**src/design/envelope_peak_counter_unit_macros.svh**
```systemverilog
// Assertion macros used by the envelope peak counter top level.
`ifndef ENVELOPE_PEAK_COUNTER_UNIT_MACROS_SVH
`define ENVELOPE_PEAK_COUNTER_UNIT_MACROS_SVH

// Same-cycle implication, sampled on clk, off while arst_n is low.
`define EPC_ASSERT_IMP(lbl, ante, cons, msg) \
	lbl: assert property (@(posedge clk) disable iff (!arst_n) (ante) |-> (cons)) \
		else $error(msg);

// Next-cycle implication, sampled on clk, off while arst_n is low.
`define EPC_ASSERT_NXT(lbl, ante, cons, msg) \
	lbl: assert property (@(posedge clk) disable iff (!arst_n) (ante) |=> (cons)) \
		else $error(msg);

`endif

```
**src/design/epc_pkg.sv**
```systemverilog
// Shared constants, types and command/status bundles of the envelope peak counter.
package epc_pkg;

	localparam int SMOOTH_LEN = 8;
	localparam int WINDOW_LEN = 500;

	localparam int SAMPLE_W = 10;
	localparam int FRAC_W   = 8;
	localparam int COUNT_W  = 8;
	localparam int IDX_W    = (WINDOW_LEN > 1) ? $clog2(WINDOW_LEN) : 1;
	localparam int SUM_W    = $clog2(SMOOTH_LEN * 1023 + 1);
	localparam int RND_W    = SUM_W + 2;
	localparam int THR_W    = SAMPLE_W + FRAC_W;
	localparam int SMOOTH_DIV = 2 * SMOOTH_LEN;

	localparam logic [COUNT_W-1:0] COUNT_MAX = '1;
	localparam logic [IDX_W-1:0]   LAST_IDX  = IDX_W'(WINDOW_LEN - 1);

	localparam int CFG_IDX_W = 2;
	localparam logic [CFG_IDX_W-1:0] CFG_UPPER = 2'd0;
	localparam logic [CFG_IDX_W-1:0] CFG_LOWER = 2'd1;

	localparam logic [FRAC_W-1:0] UPPER_RST = 8'd205;
	localparam logic [FRAC_W-1:0] LOWER_RST = 8'd128;

	typedef enum logic [2:0] {
		ST_IDLE,
		ST_SMOOTH,
		ST_WALK,
		ST_DRAIN,
		ST_FINISH
	} epc_state_t;

	typedef struct packed {
		logic load_sample;
		logic smooth;
		logic walk_rd;
		logic finish;
	} epc_cmd_t;

	typedef struct packed {
		logic win_end;
		logic rd_last;
	} epc_stat_t;

endpackage

```
**src/design/epc_ctrl.sv**
```systemverilog
// Controller state machine: sequences smoothing, the store walk and the window result.
module epc_ctrl import epc_pkg::*; (
	input  logic      clk,
	input  logic      arst_n,
	input  logic      start,
	input  epc_stat_t stat,
	output epc_cmd_t  cmd,
	output logic      busy
);

	epc_state_t state_q, state_d;

	always_ff @(posedge clk or negedge arst_n) begin
		if (!arst_n) begin
			state_q <= ST_IDLE;
		end else begin
			state_q <= state_d;
		end
	end

	always_comb begin
		state_d = state_q;
		unique case (state_q)
			ST_IDLE: begin
				if (start) state_d = ST_SMOOTH;
			end
			ST_SMOOTH: begin
				state_d = stat.win_end ? ST_WALK : ST_IDLE;
			end
			ST_WALK: begin
				if (stat.rd_last) state_d = ST_DRAIN;
			end
			ST_DRAIN:  state_d = ST_FINISH;
			ST_FINISH: state_d = ST_IDLE;
			default:   state_d = ST_IDLE;
		endcase
	end

	always_comb begin
		cmd  = '0;
		busy = 1'b1;
		unique case (state_q)
			ST_IDLE: begin
				busy            = 1'b0;
				cmd.load_sample = start;
			end
			ST_SMOOTH: cmd.smooth  = 1'b1;
			ST_WALK:   cmd.walk_rd = 1'b1;
			ST_DRAIN:  ;
			ST_FINISH: cmd.finish  = 1'b1;
			default:   ;
		endcase
	end

endmodule

```
**config.mk**
```make
export PLATFORM = sky130hd
export DESIGN_NAME = epc_ctrl
export DESIGN_NICKNAME = d
export VERILOG_FILES = /design/src/design/envelope_peak_counter_unit_macros.svh /design/src/design/epc_pkg.sv /design/src/design/epc_ctrl.sv
export SDC_FILE = /design/constraint.sdc
export NUM_CORES = 1
export LEC_CHECK = 0
export ABC_AREA = 1
export BUFFER_PORTS_ARGS = -buffer_cell sky130_fd_sc_hd__buf_2
export CORE_AREA = 3 3 40 42
export CTS_CLUSTER_SIZE = 25
export DETAILED_ROUTE_END_ITERATION = 8
export DIE_AREA = 0 0 43 45
export SETUP_SLACK_MARGIN = 0.4
export SLEW_MARGIN = 20
export SYNTH_ARGS = -nofsm -noshare
export SYNTH_HDL_FRONTEND = slang
export SYNTH_SLANG_ARGS = --single-unit
```
**constraint.sdc**
```tcl
create_clock -name clk -period 1.4 [get_ports clk]
set_clock_uncertainty 0.2 [all_clocks]
set_input_delay 0 -clock clk [delete_from_list [all_inputs] [get_ports clk]]
set_output_delay 0 -clock clk [all_outputs]
set_load 0.01 [all_outputs]
```
Word-level counts from Yosys, hierarchy flattened --
Cells that the tools add are included.
Storage, ports and cells: logic and storage cells 18, bits in registers 3, input bits 5, output and inout bits 5
Cells by class: reduce and logical (&&, ||, !) cells 2, equality and inequality tests 6, muxes and demuxes 9
Operators with widths (count):
- 3-bit one-hot mux with 4 select lines | 1
- 3-bit by 2-bit equality test with 1-bit output (second input constant) | 2
- 3-bit 2-to-1 mux | 2
- 1-bit 2-to-1 mux | 5
- 2-bit != test (second input constant) | 2
- 3-bit by 1-bit equality test with 1-bit output (second input constant) | 1
- 3-bit equality test (second input constant) | 1
- 3-bit logical NOT | 1
- 2-bit 2-to-1 mux | 1
- 2-bit AND reduction | 1

Longest topological paths before layout --
Gate-level depths: netlist of the first run.
depth in word-level cells 3, mapped depth 4, mapped depth without buffers 4

Worst setup path after synthesis of the first run --
Ideal clock, no wire load.
path type reg2out, from reg state_q[2], to out cmd[3] in the netlist's numbering, cell stages (with the launch flop) 4, slack 0.370 ns, data arrival time 0.830 ns, required time 1.200 ns, path through dfrtp_1 nor2_4 nand2_1 nor2_1
RTL lines:
- from (decl) | line epc_ctrl.sv:11 | epc_state_t state_q, state_d;
- from (signal assigned) | line epc_ctrl.sv:17 | state_q <= state_d;
- to (decl) | line epc_ctrl.sv:7 | output epc_cmd_t cmd,

==> summary.md, run 1 <==
| Metric | Value |
|---|---|
| Syn Std Cell Area | `164 um^2` |
| Fillers | `144` |
| Hold Crit Start | `start` |
| Fin Hold WS | `122 ps` |
| Post-synth top area cell | `dfrtp_1` |
| Final hold violations | `0` |
| Reg power frac | `22.9%` |
| Pin count of the biggest net entering global routing | `7` |
| RSZ-0062 raised after global routing | `true` |
| I/O pin cnt | `10` |
| Post-synth top flop | `dfrtp_1` |
| Worst Path Max Fanout | `4` |
| Port-buffer cells | `9` |
| GR Overflow Total | `0` |
| Synth Register Bits | `3` |
| Final setup violation count | `0` |
| Initial antenna violation count | `0` |
| Htree depth | `1` |
| Wirelength per Cell | `8.20 um` |
| Synth warnings | `0` |
| Peak supply drop | `0.581 mV` |
| Worst skew pair latency | `230 ps` |
| Final worst-path cycle share | `92.2%` |
| Die area | `1940 um^2` |
| Count leader, synth | `inv_1` |
| Setup WS pre-CTS | `332 ps` |
| Pwr dens | `2120 nW/um^2` |
| First drt pass iteration count | `2` |
| Max FFs per register | `3` |
| Final Max Slew Viols | `0` |
| Synth area leaders | `dfrtp_1 46%, inv_1 11%, nor3_1 9.2%, nor2_1 6.9%, nor2_4 6.9%` |
| Design area | `373 um^2` |
| Unique cell type count in the Yosys netlist | `10` |
| # diodes | `0` |
| Chip height | `45 um` |
| Effective utilization at floorplan | `12.8%` |
| Comb power frac | `57.7%` |
| Placed cell area | `230 um^2` |
| Rel. slew slack | `90.9%` |
| Clock buffer depth | `2` |
| Post-synthesis instance total | `22` |
| Reported net switching power | `317 uW` |
| DRC viols | `0` |
| LEAKAGE | `0.000189 uW` |
| CTS buffer count | `3` |
| Yosys top cell area share | `45.8%` |
| CP Class | `flip-flop to output pin` |
| FP Rows | `13` |
| Outcome | `finished, final reports clean` |
| Critical R2R Launch | `state_q[2]$_DFFE_PN0P_` |
| Fmax | `774 MHz` |
| Vias in the first global route | `222` |
| Switching Fraction | `40.1%` |
| Post-layout min period | `1290 ps` |
| Fin Setup TNS | `0 ps` |
| # nets final | `51` |
| Vias per cell | `3.77` |
| Syn Nets | `27` |
| Area growth syn-to-layout | `127%` |
| Critical Path End Type | `output pin` |
| Clock tree from TritonCTS | `built` |
| Final setup margin | `109 ps` |
| Top flop regs | `state_q (3)` |
| Clk slew on worst S/H paths | `40 ps` |
| Share of cells above drive strength 1 | `64.4%` |
| Routed Antenna Nets | `0` |
| HPWL Detailed | `322 um` |
| Worst slew pin tran | `136 ps` |
| Top reg by flops | `state_q` |
| Hold WC Path Type | `input port to output pin` |
| Synth Area per Inst | `7.45 um^2` |
| Synth async-reset ratio | `100%` |
| Internal power | `473 uW` |
| Die X | `43 um` |
| Max-capacitance violation count | `0` |
| Final wirelength | `492 um` |
| Worst path required time | `1200 ps` |
| Core area | `1280 um^2` |
| Routability cong. | `0.614` |
| Commonest cells post-synth | `5 x inv_1, 3 x dfrtp_1, 3 x nor2_1, 3 x nor3_1` |
| Clock root cell | `clkbuf_4` |
| First-pass GRT wire length | `828 um` |
| GR Util All Layers | `6.59%` |
| Vias | `226` |
| EDFF count, synth | `0` |
| Worst Setup Start Kind | `flip-flop` |
| Worst endpoint data arrival time | `1090 ps` |
| Sequential area share after synthesis | `45.8%` |
| CP Launch Point | `state_q[2]$_DFFE_PN0P_` |
| # clock sinks | `3` |
| Clk pwr share | `19.3%` |
| Initial DRC Count | `3` |
[path summary, 6_finish.rpt]
path,to,slack (ps),depth (start not counted)
hold / removal,cmd[3],120,4
max in group asynchronous,state_q[1]$_DFFE_PN0P_,450,3
setup / recovery,cmd[1],110,4
min in group asynchronous,state_q[0]$_DFFE_PN0P_,430,3
setup reg to reg,state_q[0]$_DFFE_PN0P_,140,6
hold reg to reg,state_q[2]$_DFFE_PN0P_,380,2
[per-stage QoR]
step                cells  utilization (%)  total power, uW
floorplan              22                -              342
global route           60             29.0              848
global placement       46             17.9              431
CTS                    59             27.2              732
detailed placement     46             17.9              439
finish                 60             29.0              790
[worst max-delay path, stage by stage (launching register included)]
cell	delay, ps
dfrtp_2	420
nor2_4	160
inv_2	50
nor2_1	90
buf_2	140
[cells in the final DEF (no fill, tap or decap)]
| cell | n |
|---|---|
| buf_2 | 9 |
| buf_4 | 4 |
| buf_6 | 1 |
| clkbuf_1 | 1 |
| clkbuf_4 | 3 |
| dfrtp_2 | 3 |
| dlygate4sd3_1 | 5 |
| inv_1 | 4 |
| inv_2 | 2 |
| nand2_1 | 1 |
| nand2_2 | 1 |
| nand3_1 | 2 |
| nand4_1 | 1 |
| nor2_1 | 2 |
| nor2_2 | 1 |
| nor2_4 | 1 |
| nor3_2 | 3 |
| o21ai_2 | 1 |
[power groups by stage]
| stage | combinational, uW | clock, uW | sequential, uW |
|---|---|---|---|
| 2_1_floorplan | 178 | 0 | 164 |
| 3_3_place_gp | 261 | 0 | 170 |
| 3_5_place_dp | 267 | 0 | 172 |
| 4_1_cts | 399 | 161 | 172 |
| 5_1_grt | 493 | 164 | 191 |
| 6_report | 456 | 153 | 181 |
[area by class of cell]
cell class	count	area [um^2]	area share (%)
sequential	3	78.8	21.1
multi-input combinational	13	90.1	24.2
tap	15	18.8	5.03
inverter	6	22.5	6.04
timing repair buffer	19	136	36.6
clock buffer	4	26.3	7.05
[cell families after synthesis]
group                  Yosys count  share of synthesized area (%)
AOI/OAI and AO/OA                1                           3.05
buffers and inverters            6                           13.7
DFF                              3                           45.8
and+or+nand+nor                 12                           37.4
[timing repair]
action | CTS | global route
setup endpoints to repair | 7 | 8
hold endpoints to repair | 5 | 0
hold buffers | 5 | 0
pin swaps | 3 | 1
resized for setup | 5 | 5
setup buffers | 4 | 1
[per-layer routing]
metal,routed length [um],GRT usage [%]
met1,213,5.83
met2,222,9.28
met3,36,2.39
met4,19,10.8
met5,0,0
No activity file was read; power rests on OpenSTA's default activity.
==> run 2, diff against run 1 <==
clock period = 1.5 ns   (was 1.4 ns; I/O delays follow)
==> summary.md, run 2 (synthesis gave the netlist of run 1 again) <==
| Metric | Value |
|---|---|
| Top reg by flops | `state_q` |
| Pwr dens | `1940 nW/um^2` |
| FF-to-FF path depth | `6` |
| CP max stage cell | `dfrtp_2` |
| Final worst-path cycle share | `87.0%` |
| Area growth syn-to-layout | `127%` |
| Rel. slew slack | `87.1%` |
| Port-buffer cells | `9` |
| Worst endpoint data arrival time | `1110 ps` |
| Pin count of the biggest net entering global routing | `7` |
| Worst slew pin tran | `193 ps` |
| GR Util All Layers | `6.68%` |
| Reported net switching power | `282 uW` |
| Clock root cell | `clkbuf_4` |
| Initial DRC Count | `7` |
| Max FFs per register | `3` |
| GR Overflow Total | `0` |
| Setup crit end | `cmd[3]` |
| FP Rows | `13` |
| Vias in the first global route | `220` |
| Hold WC Path Type | `input port to output pin` |
| Top flop regs | `state_q (3)` |
| Final wirelength | `556 um` |
| Worst Setup Start Kind | `flip-flop` |
| Routed Antenna Nets | `0` |
| Critical R2R Launch | `state_q[2]$_DFFE_PN0P_` |
| I/O pin cnt | `10` |
| Largest stage delay, worst path | `430 ps` |
| Wirelength per Cell | `8.97 um` |
| Clock buffer depth | `2` |
| Worst path required time | `1300 ps` |
| CTS buffer count | `3` |
| First-pass GRT wire length | `800 um` |
| Htree depth | `1` |
| First drt pass iteration count | `2` |
| Layout Utilization | `28.9%` |
| Outcome | `finished, final reports clean` |
| Critical Path End Type | `output pin` |
| Share of cells above drive strength 1 | `59.6%` |
| Fmax | `766 MHz` |
| # clock sinks | `3` |
| Effective utilization at floorplan | `12.8%` |
| Reg power frac | `23.8%` |
| Switching Fraction | `39.1%` |
| Worst Path Max Fanout | `4` |
| RSZ-0062 raised after global routing | `true` |
| Final setup violation count | `0` |
| Vias | `241` |
| Routability cong. | `0.656` |
| Die area | `1940 um^2` |
| Clock tree from TritonCTS | `built` |
| Most frequent cells in the layout | `9 x buf_2, 7 x buf_4, 5 x dlygate4sd3_1` |
| Max-capacitance violation count | `0` |
| Internal power | `440 uW` |
| # nets final | `53` |
| Final hold violations | `0` |
| Comb power frac | `56.5%` |
| Clk slew on worst S/H paths | `40 ps` |
| CP Class | `flip-flop to output pin` |
| Core area | `1280 um^2` |
| Vias per cell | `3.89` |
| Clk pwr share | `19.7%` |
| # diodes | `0` |
| Most common cell after layout, fill and taps aside | `buf_2` |
| DRC viols | `0` |
| Final Max Slew Viols | `0` |
| R2R Setup Slk | `240 ps` |
| Worst skew pair latency | `230 ps` |
| Die X | `43 um` |
| Post-layout min period | `1310 ps` |
| HPWL Detailed | `299 um` |
| Initial antenna violation count | `0` |
| Crit-path cells | `nor2_4 > nand2_2 > nor2_1 > buf_2` |
| Fin Setup TNS | `0 ps` |
| Chip height | `45 um` |
| FF-to-FF End | `state_q[0]$_DFFE_PN0P_` |
| Peak supply drop | `0.446 mV` |
| CP Launch Point | `state_q[2]$_DFFE_PN0P_` |
| LEAKAGE | `0.000195 uW` |
[run 2: cell types whose count changed in the layout (fill, tap and decap cells not counted), sizes merged]
cell  before  now
buf       14   16
[run 2: power groups by stage]
stage                     sequential, uW  clock, uW  combinational, uW
after floorplan                      153          0                159
after global placement               160          0                238
after detailed placement             159          0                237
after CTS                            158        146                359
after global routing                 177        153                448
final                                172        142                408
[run 2: critical path: cells and delay by family, from the launching register on]
kind / cells / cell delay, ps
flip-flops: 1 / 430
buffers and inverters: 1 / 130
AND/OR/NAND/NOR: 3 / 320
[run 2: how the worst min path moves through the flow]
stage	start	to	slack [ps]	cells past startpoint
after CTS	start	cmd[3]	120	4
after global placement	arst_n	state_q[1]$_DFFE_PN0P_	-400	1
final	start	cmd[3]	120	4
after global routing	start	cmd[3]	150	4
after detailed placement	arst_n	state_q[2]$_DFFE_PN0P_	-400	1
after floorplan	arst_n	state_q[0]$_DFFE_PN0P_	-500	0
[run 2: routing by layer]
layer	GRT usage, %	share of wire (%)	wire length (um)	vias to the layer above
met5	0	0	0	-
met4	10.8	6.5	36	0
met3	2.39	5.9	33	5
met2	11.4	54	303	9
met1	4.37	33	183	105
li1	-	-	-	122
[run 2: per-stage QoR]
step	power (uW)	setup WS (ps)	area [um^2]	hold WS [ps]	cells
after floorplan	312	470	164	-496	22
after global routing	778	121	372	152	62
final	722	195	372	123	62
after CTS	663	190	344	123	60
after global placement	398	436	228	-403	46
after detailed placement	397	445	228	-402	46
[run 2: cell type report]
cell class | instances | area [um^2]
clock buffers | 4 | 26.3
fillers | 140 | 913
inverters | 6 | 22.5
multi-input cells | 13 | 78.8
flip-flops and latches | 3 | 77.6
well taps | 15 | 18.8
repair buffers | 21 | 148
[run 2: repair_timing]
action / CTS / global route
cloned: 0 / 0
hold buffers: 5 / 0
endpoints found under the setup margin: 5 / 8
gates resized for setup: 1 / 6
buffers inserted: 5 / 2
pin swaps: 3 / 2
endpoints found under the hold margin: 5 / 0
==> run 3, diff against run 2 <==
clock period = 1.46 ns   (was 1.5 ns; I/O delays follow)
==> summary.md, run 3 (synthesis gave the netlist of run 1 again) <==
| Metric | Value |
|---|---|
| Placed cell area | `228 um^2` |
| Top flop regs | `state_q (3)` |
| Clock root cell | `clkbuf_4` |
| Fin Setup TNS | `0 ps` |
| Clk pwr share | `22.1%` |
| Largest stage delay, worst path | `430 ps` |
| FP Rows | `13` |
| Rel. slew slack | `88.7%` |
| HPWL Detailed | `309 um` |
| Clock tree from TritonCTS | `built` |
| Worst Path Buf+Inv | `2` |
| Final hold violations | `0` |
| Wirelength per Cell | `7.86 um` |
| Worst Setup Start Kind | `flip-flop` |
| Final Max Slew Viols | `0` |
| Crit-path cells | `nor2_4 > inv_2 > nor2_1 > buf_2` |
| Final worst-path cycle share | `87.7%` |
| CTS buffer count | `3` |
| Fmax | `781 MHz` |
| I/O pin cnt | `10` |
| Worst path required time | `1260 ps` |
| Max FFs per register | `3` |
| Initial antenna violation count | `0` |
| GR Overflow Total | `0` |
| Internal power | `398 uW` |
| Die X | `43 um` |
| LEAKAGE | `0.000176 uW` |
| Reported net switching power | `273 uW` |
| Clock buffer depth | `2` |
| Critical Path End Type | `output pin` |
| Comb power frac | `52.1%` |
| Worst skew pair latency | `240 ps` |
| Final wirelength | `456 um` |
| RSZ-0062 raised after global routing | `true` |
| Post-layout min period | `1280 ps` |
| DRC viols | `0` |
| Initial DRC Count | `1` |
| Max-capacitance violation count | `0` |
| Final setup violation count | `0` |
| Vias per cell | `3.62` |
| Routability cong. | `0.627` |
| R2R Setup Slk | `290 ps` |
| Design area | `340 um^2` |
| Routed Antenna Nets | `0` |
| Worst endpoint data arrival time | `1080 ps` |
| Chip height | `45 um` |
| Most frequent cells in the layout | `9 x buf_2, 5 x dlygate4sd3_1` |
| Worst slew pin tran | `170 ps` |
| Switching Fraction | `40.7%` |
| Effective utilization at floorplan | `12.8%` |
| Outcome | `finished, final reports clean` |
| CP max stage cell | `dfrtp_2` |
| Most common cell after layout, fill and taps aside | `buf_2` |
| Critical path's top delay family | `flip-flops` |
| Core area | `1280 um^2` |
| Clk slew on worst S/H paths | `40 ps` |
| # clock sinks | `3` |
| First drt pass iteration count | `2` |
| Hold WC Path Type | `input port to output pin` |
| Pin count of the biggest net entering global routing | `7` |
| # diodes | `0` |
| Peak supply drop | `0.644 mV` |
| Port-buffer cells | `9` |
| CP Class | `flip-flop to output pin` |
| Pwr dens | `1970 nW/um^2` |
| Top reg by flops | `state_q` |
| # nets final | `49` |
| Worst Path Max Fanout | `4` |
| GR Util All Layers | `4.92%` |
| Reg power frac | `25.8%` |
| Htree depth | `1` |
| Area growth syn-to-layout | `108%` |
| Vias in the first global route | `170` |
| Share of cells above drive strength 1 | `55.8%` |
| First-pass GRT wire length | `614 um` |
| Die area | `1940 um^2` |
| Vias | `210` |
run 3: cell count changes in the layout (fill, tap and decap cells not counted), sizes merged:
cell	previous run	this run
buf	16	12
run 3: path summary, 6_finish.rpt:
path,startpoint,to,depth (start not counted)
max,state_q[0]$_DFFE_PN0P_,cmd[1],4
min,start,cmd[3],4
max reg2reg,state_q[0]$_DFFE_PN0P_,state_q[0]$_DFFE_PN0P_,5
min reg2reg,state_q[2]$_DFFE_PN0P_,state_q[2]$_DFFE_PN0P_,1
max in group asynchronous,arst_n,state_q[0]$_DFFE_PN0P_,3
min in group asynchronous,arst_n,state_q[2]$_DFFE_PN0P_,3
run 3: timing repair:
action | in CTS | in global routing
gates resized for setup | 1 | 6
endpoints found under the setup margin | 7 | 7
pin swaps | 2 | 2
endpoints found under the hold margin | 5 | 0
hold buffers | 5 | 0
buffers inserted | 1 | 2
run 3: cell type report:
class	count	area, um^2
repair buffers	17	118
well taps	15	18.8
clock buffers	4	26.3
multi-input cells	13	77.6
flip-flops and latches	3	77.6
fillers	151	945
inverters	6	22.5
run 3: through the flow:
| step | cells | hold WS [ps] | setup slack (ps) | power (uW) | util (%) |
|---|---|---|---|---|---|
| after floorplan | 22 | -496 | 430 | 321 | - |
| after global placement | 46 | -402 | 404 | 408 | 17.7 |
| after detailed placement | 46 | -402 | 395 | 411 | 17.7 |
| after CTS | 56 | 116 | 163 | 607 | 24.2 |
| after global routing | 58 | 139 | 108 | 734 | 26.5 |
| final | 58 | 109 | 180 | 670 | 26.5 |
run 3: per-layer routing:
layer | part of all wire, % | track usage (%) | wire (um)
met1 | 41 | 4.61 | 187
met2 | 45 | 6.59 | 207
met3 | 9.0 | 3.59 | 41
met4 | 4.2 | 5.42 | 19
met5 | 0 | 0 | 0
run 3: power groups by stage:
stage / combinational, uW / clock (uW) / sequential (uW)
2_1_floorplan: 163 / 0 / 157
3_3_place_gp: 244 / 0 / 164
3_5_place_dp: 245 / 0 / 166
4_1_cts: 288 / 156 / 164
5_1_grt: 389 / 166 / 178
6_report: 349 / 148 / 173
run 3: tightest hold or removal path: stages:
cell    delay [ps]
buf_2           90
inv_1           50
nor2_1          40
buf_2          120
